<file path="config.mk">
export PLATFORM = sky130hd
export DESIGN_NAME = ght_ram
export DESIGN_NICKNAME = d
export VERILOG_FILES = /design/src/assert_macros.svh /design/src/ght_ram.sv
export SDC_FILE = /design/constraint.sdc
export NUM_CORES = 1
export LEC_CHECK = 0
export BUFFER_PORTS_ARGS = -buffer_cell sky130_fd_sc_hd__buf_4
export CAP_MARGIN = 5
export CORE_ASPECT_RATIO = 1.5
export CORE_MARGIN = 2
export CORE_UTILIZATION = 54
export CTS_CLUSTER_SIZE = 20
export DETAILED_ROUTE_END_ITERATION = 10
export GPL_TIMING_DRIVEN = 0
export PLACE_DENSITY_LB_ADDON = 0.2
export RECOVER_POWER = 50
export SLEW_MARGIN = 10
export SYNTH_ARGS = -nofsm -noshare
export SYNTH_HDL_FRONTEND = slang
export SYNTH_SLANG_ARGS = --single-unit
</file>
<file path="constraint.sdc">
create_clock -name i_clk -period 1.8 [get_ports i_clk]
set_clock_uncertainty 0.05 [all_clocks]
set_input_delay 0.36 -clock i_clk [delete_from_list [all_inputs] [get_ports i_clk]]
set_output_delay 0.36 -clock i_clk [all_outputs]
set_load 0.02 [all_outputs]
</file>
<file path="src/assert_macros.svh">
// Assertion macros for the RTL of the handle table.
// No dependencies; included by the top level.
`ifndef ASSERT_MACROS_SVH
`define ASSERT_MACROS_SVH

// Same-cycle implication, disabled while reset is asserted.
`define GHT_ASSERT_NOW(lbl, ante, cons, msg) \
    lbl: assert property (@(posedge i_clk) disable iff (!i_rst_n) (ante) |-> (cons)) \
        else $error(msg);

// Next-cycle implication, disabled while reset is asserted.
`define GHT_ASSERT_NEXT(lbl, ante, cons, msg) \
    lbl: assert property (@(posedge i_clk) disable iff (!i_rst_n) (ante) |=> (cons)) \
        else $error(msg);

`endif

</file>
<file path="src/ght_ram.sv">
// Generic single-write, single-read synchronous RAM, registered read data.
// No dependencies; instanced for the slot table and the free stack.
module ght_ram #(
    parameter int WIDTH = 8,
    parameter int DEPTH = 16,
    parameter int AW    = $clog2(DEPTH)
) (
    input  logic             i_clk,
    input  logic             i_we,
    input  logic [AW-1:0]    i_waddr,
    input  logic [WIDTH-1:0] i_wdata,
    input  logic             i_re,
    input  logic [AW-1:0]    i_raddr,
    output logic [WIDTH-1:0] o_rdata
);

    logic [WIDTH-1:0] r_mem [DEPTH];
    logic [WIDTH-1:0] r_rdata;

    always_ff @(posedge i_clk) begin
        if (i_we) begin
            r_mem[i_waddr] <= i_wdata;
        end
    end

    // Read data holds while no read is issued.
    always_ff @(posedge i_clk) begin
        if (i_re) begin
            r_rdata <= r_mem[i_raddr];
        end
    end

    assign o_rdata = r_rdata;

endmodule

</file>
==> results of run 1 <==
## area by class of cell
type                    count  area (µm²)  share of cell area, %
plain buffers              10        86.3                   1.40
clock buffers              18         429                   6.97
clock inverters            14         181                   2.95
multi-input cells          83        1080                   17.5
flip-flops and latches    136        4080                   66.3
well taps                 115         144                   2.34
repair buffers             25         154                   2.50
## power by group through the flow
stage | sequential [µW] | combinational, µW | clock (µW)
after global placement | 3650 | 365 | 0
after floorplan | 3670 | 180 | 0
after CTS | 3590 | 375 | 3580
after detailed placement | 3650 | 373 | 0
after global routing | 3590 | 391 | 3720
final | 3590 | 361 | 3550
## worst paths after layout
check,to,cells after the start
min,o_rdata[5],1
max reg2reg,o_rdata[1],3
min reg2reg,o_rdata[0],3
max,r_mem[2][3],3
## cell usage in the layout, fill, tap and decap left out
cell type / netlist / final
nor2b_1: 1 / 1
clkbuf_16: 0 / 17
clkinvlp_4: 0 / 4
clkdlybuf4s25_2: 3 / 3
nand3_1: 1 / 1
edfxtp_1: 136 / 136
buf_6: 3 / 3
bufinv_16: 0 / 4
clkbuf_1: 0 / 10
or3b_2: 1 / 1
and2_1: 1 / 1
clkinv_4: 0 / 1
nor3_2: 0 / 4
and2b_1: 1 / 1
mux4_2: 18 / 18
nand2_1: 9 / 9
clkinv_2: 0 / 3
a22oi_1: 16 / 16
nor2_1: 13 / 13
mux4_1: 14 / 14
buf_2: 3 / 3
nand2b_1: 2 / 2
buf_4: 1 / 17
nand3b_1: 2 / 2
clkinv_1: 0 / 2
## state kept, by name (all words and copies together), names as in the netlist
| signal | count |
|---|---|
| r_mem | 128 |
| o_rdata | 8 |
## Yosys cell counts, types with 2 or more instances
master,n,area share [%]
mux4_1,14,7.0
clkdlybuf4s25_2,3,0.57
nand3b_1,2,0.29
nand2b_1,2,0.24
nor3_1,4,0.38
edfxtp_1,136,78
nor2_1,13,0.93
a22oi_1,16,2.3
nand2_1,9,0.65
buf_2,3,0.29
mux4_2,18,7.8
buf_6,3,0.65
## logic make-up (layout without fill, tap and decap cells)
| logic type | after synthesis | count (layout) |
|---|---|---|
| buffers and inverters | 10 | 67 |
| multiplexers | 32 | 32 |
| AO/OA/AOI/OAI | 16 | 16 |
| AND/OR/NAND/NOR | 35 | 35 |
| flip-flops | 136 | 136 |
## through the flow
stage / std cells / setup WS, ns / hold WS, ns / total power, µW / instance area [µm²]
final: 401 / 0.147 / 0.337 / 7500 / 6160
after global routing: 401 / 0.0700 / 0.340 / 7700 / 6160
after CTS: 401 / 0.0862 / 0.168 / 7540 / 6180
after detailed placement: 369 / -0.330 / 0.602 / 4020 / 5570
after global placement: 369 / -0.391 / 0.590 / 4010 / 5560
after floorplan: 229 / 0.108 / 0.409 / 3850 / 5230
## layer usage
layer	GRT usage, %	wire, µm
met3	5.10	609
met4	8.59	216
met2	32.2	5050
met1	26.4	3840
met5	0	0
==> flow_metrics.py, run 1 <==
metrics = {
    "outcome": {
        "status": "finished clean",
    },
    "routing": {
        "wire_per_inst_um": 24.2,
        "avgViaCountPerCell": 6.01,
        "drc": 0,
        "postRouteWirelength_um": 9710,
        "drtPass1Iterations": 4,
        "drt-initial-drc-count": 180,
        "ant_nets": 0,
        "vias": 2409,
    },
    "clocking": {
        "cts_setup_buffers": 0,
        "ctsResizeCount": 0,
        "cts_tree": "yes",
        "cts_buffers": 17,
        "htree_levels": 4,
        "cts_hold_buffers": 0,
        "clk_latency_ns": 0.42,
        "cts.path.max_buffers": 2,
        "clk_pin_slew_ns": 0.06,
        "clockRootBuffer": "clkbuf_16",
        "clock_sinks": 136,
    },
    "sta": {
        "tightest_slew_ns": 0.819,
        "setup_tns_ns": 0,
        "period_minus_slack_ns": 1.65,
        "finalCritPeriodShare_pct": 91.8,
        "max_slew_margin_pct": 45.2,
        "finalHoldViolCount": 0,
        "max_freq_ghz": 0.605,
        "drv_slew": 0,
        "setup_viol": 0,
        "rsz0062_at_grt": "false",
    },
    "final_layout": {
        "drive_above_1_share_pct": 27.3,
        "num-fill-cells": 641,
        "final_nets": 292,
        "final_core_util_pct": 64.6,
        "n_antenna_cell": 0,
        "area_growth_pct": 17.8,
    },
    "yosys": {
        "synth_top_family_by_area": "multiplexers",
        "syn-instance-count": 229,
        "async_flop_share_pct": 0,
        "synth_compound_area_share_pct": 2.30,
        "synth_edf_count": 136,
        "syn-num-nets": 248,
        "synth_mux_area_share_pct": 14.8,
        "yosysSeqAreaShare_pct": 78.1,
        "synthAdderAreaFrac_pct": 0,
        "synth_xor_area_share_pct": 0,
        "ys_types": 18,
        "ys_ff_latch": 136,
        "synthSimpleGateAreaFrac_pct": 3.14,
        "synth_area_um2": 5230,
        "avgSynthCellArea_um2": 22.8,
        "synth_ff_type": "edfxtp_1",
        "yosysWarnings": 0,
    },
    "critical_path": {
        "worstSetupPathType": "primary input to register",
        "path_cells": "buf_4 > or3b_2 > nor2_1",
        "end_kind": "register",
        "critical_path.max_stage_delay_ns": 0.63,
        "crit_fanout": 8,
        "cp_top_family": "simple AND/OR/NAND/NOR gates",
        "crit_buf_inv": 1,
        "slowest_stage": "nor2_1",
        "cp_data_arrival_time_ns": 1.65,
        "required_ns": 1.79,
        "cp-startpoint": "i_waddr[2]",
        "regToRegSetupSlack_ns": 0.19,
        "r2r_start": "r_mem[1][1]",
        "startpoint_type": "primary input",
    },
    "hold_path": {
        "holdCritPathClass": "primary input to register",
        "hp-start": "i_re",
    },
    "power_and_ir_drop": {
        "peakVddDrop_mv": 0.827,
        "p_int_uw": 6020,
        "pwr_density_cell_nw_per_um2": 1220,
        "p_seq_share_pct": 47.8,
        "combPwrFrac_pct": 4.8,
        "swShare_pct": 19.8,
        "clkPwrFrac_pct": 47.4,
        "p_leak_uw": 0.00203,
        "power_switching_uw": 1480,
    },
    "global_routing": {
        "grt_max_degree": 17,
        "grt_overflow": 0,
        "grt.total_usage_pct": 20.1,
        "antenna_found_initial": 0,
        "grt_pass1_wl_um": 14700,
        "grt_pass1_vias": 2435,
    },
    "floorplanning": {
        "core-area_um2": 9520,
        "die_x_um": 84.3,
        "start_util_pct": 54.9,
        "placementRows": 44,
        "die_area_um2": 10500,
        "die_h_um": 125,
        "ios": 27,
    },
    "placement": {
        "dp_hpwl_um": 6150,
        "io_buffers": 25,
        "routabilityCongestion": 0.812,
    },
    "run": {
        "cap_violations": 0,
    },
}
No activity file was read; power rests on OpenSTA's default activity.
==> run 2, diff against run 1 <==
--- a/config.mk
+++ b/config.mk
@@ -8,14 +8,15 @@
 export BUFFER_PORTS_ARGS = -buffer_cell sky130_fd_sc_hd__buf_4
 export CAP_MARGIN = 5
 export CORE_ASPECT_RATIO = 1.5
-export CORE_MARGIN = 2
+export CORE_MARGIN = 3
 export CORE_UTILIZATION = 54
 export CTS_CLUSTER_SIZE = 20
 export DETAILED_ROUTE_END_ITERATION = 10
 export GPL_TIMING_DRIVEN = 0
-export PLACE_DENSITY_LB_ADDON = 0.2
+export PLACE_DENSITY = 0.83
 export RECOVER_POWER = 50
 export SLEW_MARGIN = 10
 export SYNTH_ARGS = -nofsm -noshare
 export SYNTH_HDL_FRONTEND = slang
 export SYNTH_SLANG_ARGS = --single-unit
+export TNS_END_PERCENT = 30
==> flow_metrics.py, run 2 (synthesized netlist as in run 1, its figures left out) <==
metrics = {
    "clocking": {
        "cts_hold_buffers": 0,
        "cts_tree": "yes",
        "clockRootBuffer": "clkbuf_16",
        "htree_levels": 4,
        "clk_pin_slew_ns": 0.05,
        "cts_buffers": 17,
        "cts_setup_buffers": 0,
        "clock_sinks": 136,
        "clk_latency_ns": 0.41,
        "cts.path.max_buffers": 2,
    },
    "floorplanning": {
        "ios": 27,
        "die_h_um": 127,
        "core-area_um2": 9360,
        "die_area_um2": 10900,
        "die_x_um": 86.3,
        "placementRows": 43,
        "start_util_pct": 55.8,
    },
    "sta": {
        "period_minus_slack_ns": 1.69,
        "setup_tns_ns": 0,
        "rsz0062_at_grt": "false",
        "max_slew_margin_pct": 42.4,
        "worst_slack_ns": 0.113,
        "finalCritPeriodShare_pct": 93.7,
        "drv_slew": 0,
        "max_freq_ghz": 0.593,
        "finalHoldViolCount": 0,
        "tightest_slew_ns": 0.860,
        "setup_viol": 0,
    },
    "final_layout": {
        "n_antenna_cell": 0,
        "top_register": "r_mem",
        "area_growth_pct": 17.3,
        "layout_common_cells": "edfxtp_1, mux4_2, clkbuf_16, buf_4, a22oi_1",
        "num-fill-cells": 633,
        "final_nets": 292,
        "layout_commonest_cell": "edfxtp_1",
        "drive_above_1_share_pct": 25.2,
        "final_core_util_pct": 65.5,
        "largest_reg_flops": 128,
        "layout.cells.non_filler": 398,
    },
    "routing": {
        "drtPass1Iterations": 5,
        "postRouteWirelength_um": 10100,
        "met3_length_um": 661,
        "avgViaCountPerCell": 6.32,
        "wl_met1_um": 3850,
        "drt-initial-drc-count": 160,
        "ant_nets": 0,
        "vias": 2517,
        "dr.max_layer_used": "met4",
        "drc": 0,
        "met2_length_um": 5240,
        "wire_per_inst_um": 25.3,
    },
    "hold_path": {
        "holdCritPathClass": "primary input to register",
    },
    "critical_path": {
        "crit_fanout": 8,
        "critical_path.max_stage_delay_ns": 0.64,
        "cp_top_family": "simple AND/OR/NAND/NOR gates",
        "required_ns": 1.79,
        "crit_buf_inv": 1,
        "startpoint_type": "primary input",
        "path_cells": "clkbuf_1 > or3b_2 > nor2_1",
        "cp_data_arrival_time_ns": 1.67,
        "end_kind": "register",
        "slowest_stage": "nor2_1",
        "worstSetupPathType": "primary input to register",
    },
    "global_routing": {
        "grt_pass1_wl_um": 15100,
        "antenna_found_initial": 0,
        "grt_max_degree": 17,
        "grt_pass1_vias": 2566,
        "grt_overflow": 0,
        "grt.total_usage_pct": 19.9,
    },
    "power_and_ir_drop": {
        "p_leak_uw": 0.00203,
        "total_power_uw": 7420,
        "pwr_density_cell_nw_per_um2": 1210,
        "peakVddDrop_mv": 1.00,
    },
    "placement": {
        "preCtsSetupSlack_ns": -0.424,
        "routabilityCongestion": 0.870,
        "place.detailed.instances": 366,
        "io_buffers": 25,
        "dp_hpwl_um": 6300,
    },
    "run": {
        "cap_violations": 0,
    },
    "outcome": {
        "status": "finished clean",
    },
}
-- run 2: cell types whose count changed in the layout (fill, tap and decap cells not counted), sizes merged --
cell      before  now
clkinv         6    7
clkinvlp       4    1
clkbuf        27   30
buf           23   22
-- run 2: worst paths after layout --
path / from / end / slack [ns] / cells past startpoint
max: i_we / r_mem[2][3] / 0.11 / 3
min reg2reg: r_mem[11][7] / o_rdata[7] / 0.72 / 3
min: i_re / o_rdata[6] / 0.35 / 1
max reg2reg: r_mem[6][0] / o_rdata[0] / 0.20 / 3
-- run 2: routing by layer --
| layer | up-vias | track usage, % |
|---|---|---|
| li1 | 1072 | - |
| met1 | 1283 | 25.2 |
| met2 | 137 | 32.5 |
| met3 | 25 | 5.46 |
| met4 | 0 | 8.44 |
| met5 | - | 0 |
-- run 2: what timing repair did --
item,4_1_cts,5_1_grt
gates resized for setup,0,1
hold endpoints to repair,0,0
setup endpoints to repair,0,8
-- run 2: final cells by class --
cell class	instances	area, µm²	area share, %
tap	112	140	2.29
sequential	136	4080	66.6
clock buffer	20	437	7.12
multi-input combinational	83	1080	17.6
timing repair buffer	25	150	2.45
clock inverter	12	156	2.55
buffer	10	86.3	1.41
-- run 2: metrics by stage --
step / hold slack (ns) / cell area (µm²)
after floorplan: 0.409 / 5230
after global placement: 0.585 / 5560
after detailed placement: 0.603 / 5560
after CTS: 0.168 / 6150
after global routing: 0.343 / 6130
final: 0.348 / 6130
-- run 2: worst reg2reg max path, stage by stage (launching register included) --
cell	delay, ns
edfxtp_1	0.39
mux4_1	0.56
a22oi_1	0.26
nand2_1	0.09
-- run 2: power breakdown --
group | switching [µW] | internal [µW]
logic | 216 | 148
clock network | 1180 | 2280
registers | 17.5 | 3570
==> run 3, diff against run 2 <==
--- a/config.mk
+++ b/config.mk
@@ -10,6 +10,7 @@
 export CORE_ASPECT_RATIO = 1.5
 export CORE_MARGIN = 3
 export CORE_UTILIZATION = 54
+export CTS_BUF_LIST = sky130_fd_sc_hd__clkbuf_16
 export CTS_CLUSTER_SIZE = 20
 export DETAILED_ROUTE_END_ITERATION = 10
 export GPL_TIMING_DRIVEN = 0
==> flow_metrics.py, run 3 (synthesized netlist as in run 1, its figures left out) <==
metrics = {
    "global_routing": {
        "grt_max_degree": 17,
        "grt.total_usage_pct": 19.9,
        "grt_pass1_wl_um": 15100,
        "grt_pass1_vias": 2566,
        "grt_overflow": 0,
        "antenna_found_initial": 0,
    },
    "final_layout": {
        "n_antenna_cell": 0,
        "final_nets": 292,
        "layout.cells.non_filler": 398,
        "ff_latch_area_um2": 4080,
        "drive_above_1_share_pct": 25.2,
        "layout_common_cells": "edfxtp_1, mux4_2, clkbuf_16, buf_4, a22oi_1",
        "multi_input_area_um2": 1080,
        "layout_commonest_cell": "edfxtp_1",
        "top_register": "r_mem",
        "largest_reg_flops": 128,
        "area_growth_pct": 17.3,
        "num-fill-cells": 633,
    },
    "critical_path": {
        "end_kind": "register",
        "slowest_stage": "nor2_1",
        "crit_fanout": 8,
        "cp_top_family": "simple AND/OR/NAND/NOR gates",
        "path_cells": "clkbuf_1 > or3b_2 > nor2_1",
        "cp_data_arrival_time_ns": 1.68,
        "crit_buf_inv": 1,
        "required_ns": 1.78,
        "critical_path.max_stage_delay_ns": 0.65,
        "worstSetupPathType": "primary input to register",
        "startpoint_type": "primary input",
    },
    "sta": {
        "rsz0062_at_grt": "false",
        "setup_tns_ns": 0,
        "drv_slew": 0,
        "max_freq_ghz": 0.589,
        "max_slew_margin_pct": 42.7,
        "finalHoldViolCount": 0,
        "tightest_slew_ns": 0.856,
        "setup_viol": 0,
        "finalCritPeriodShare_pct": 94.4,
        "period_minus_slack_ns": 1.70,
    },
    "outcome": {
        "status": "finished clean",
    },
    "floorplanning": {
        "start_util_pct": 55.8,
        "die_x_um": 86.3,
        "placementRows": 43,
        "core-area_um2": 9360,
        "die_area_um2": 10900,
        "ios": 27,
        "die_h_um": 127,
    },
    "routing": {
        "drc": 0,
        "wire_per_inst_um": 25.3,
        "drtPass1Iterations": 5,
        "postRouteWirelength_um": 10100,
        "drt-initial-drc-count": 172,
        "avgViaCountPerCell": 6.35,
        "vias": 2527,
        "ant_nets": 0,
    },
    "clocking": {
        "cts.path.max_buffers": 2,
        "clk_pin_slew_ns": 0.05,
        "cts_hold_buffers": 0,
        "clock_sinks": 136,
        "clk_latency_ns": 0.41,
        "htree_levels": 4,
        "cts_buffers": 17,
        "cts_tree": "yes",
        "clockRootBuffer": "clkbuf_16",
    },
    "power_and_ir_drop": {
        "p_leak_uw": 0.00204,
        "pwr_density_cell_nw_per_um2": 1210,
        "total_power_uw": 7400,
        "peakVddDrop_mv": 0.993,
    },
    "run": {
        "cap_violations": 0,
    },
    "placement": {
        "dp_hpwl_um": 6300,
        "io_buffers": 25,
        "place.detailed.instances": 366,
        "routabilityCongestion": 0.870,
    },
    "hold_path": {
        "holdCritPathClass": "primary input to register",
    },
}
[run 3: repair_timing]
| item | in CTS | in global routing |
|---|---|---|
| gates resized for setup | 0 | 1 |
| setup buffers | 0 | 0 |
| endpoints found under the setup margin | 0 | 8 |
[run 3: metal layers]
| metal | GRT usage, % | routed length [µm] |
|---|---|---|
| met1 | 25.2 | 3850 |
| met2 | 32.5 | 5330 |
| met3 | 5.46 | 634 |
| met4 | 8.44 | 253 |
| met5 | 0 | 0 |
[run 3: power breakdown]
part	leakage (µW)	total (µW)	switching, µW	internal, µW
Clock	0.000298	3440	1180	2270
Combinational	0.000507	365	217	148
Sequential	0.00124	3590	17.6	3570
[run 3: per-stage QoR]
step	hold slack, ns	area [µm²]	setup slack [ns]	utilization [%]
after floorplan	0.409	5230	0.108	-
after global routing	0.343	6130	0.0452	65.5
after CTS	0.168	6150	0.00308	65.7
after detailed placement	0.603	5560	-0.424	59.4
after global placement	0.585	5560	-0.384	59.4
final	0.350	6130	0.101	65.5
[run 3: cell type report]
class | instances | area share, %
Buffer | 10 | 1.41
Tap cell | 112 | 2.29
Timing Repair Buffer | 25 | 2.45
Sequential cell | 136 | 66.6
Multi-Input combinational cell | 83 | 17.6
Clock buffer | 17 | 6.94
Clock inverter | 15 | 2.73
[run 3: final timing paths]
check	depth (start not counted)	start	to	slack, ns
setup / recovery	3	i_we	r_mem[1][5]	0.10
hold reg to reg	3	r_mem[11][7]	o_rdata[7]	0.72
hold / removal	1	i_re	o_rdata[2]	0.35
setup reg to reg	3	r_mem[2][3]	o_rdata[3]	0.20
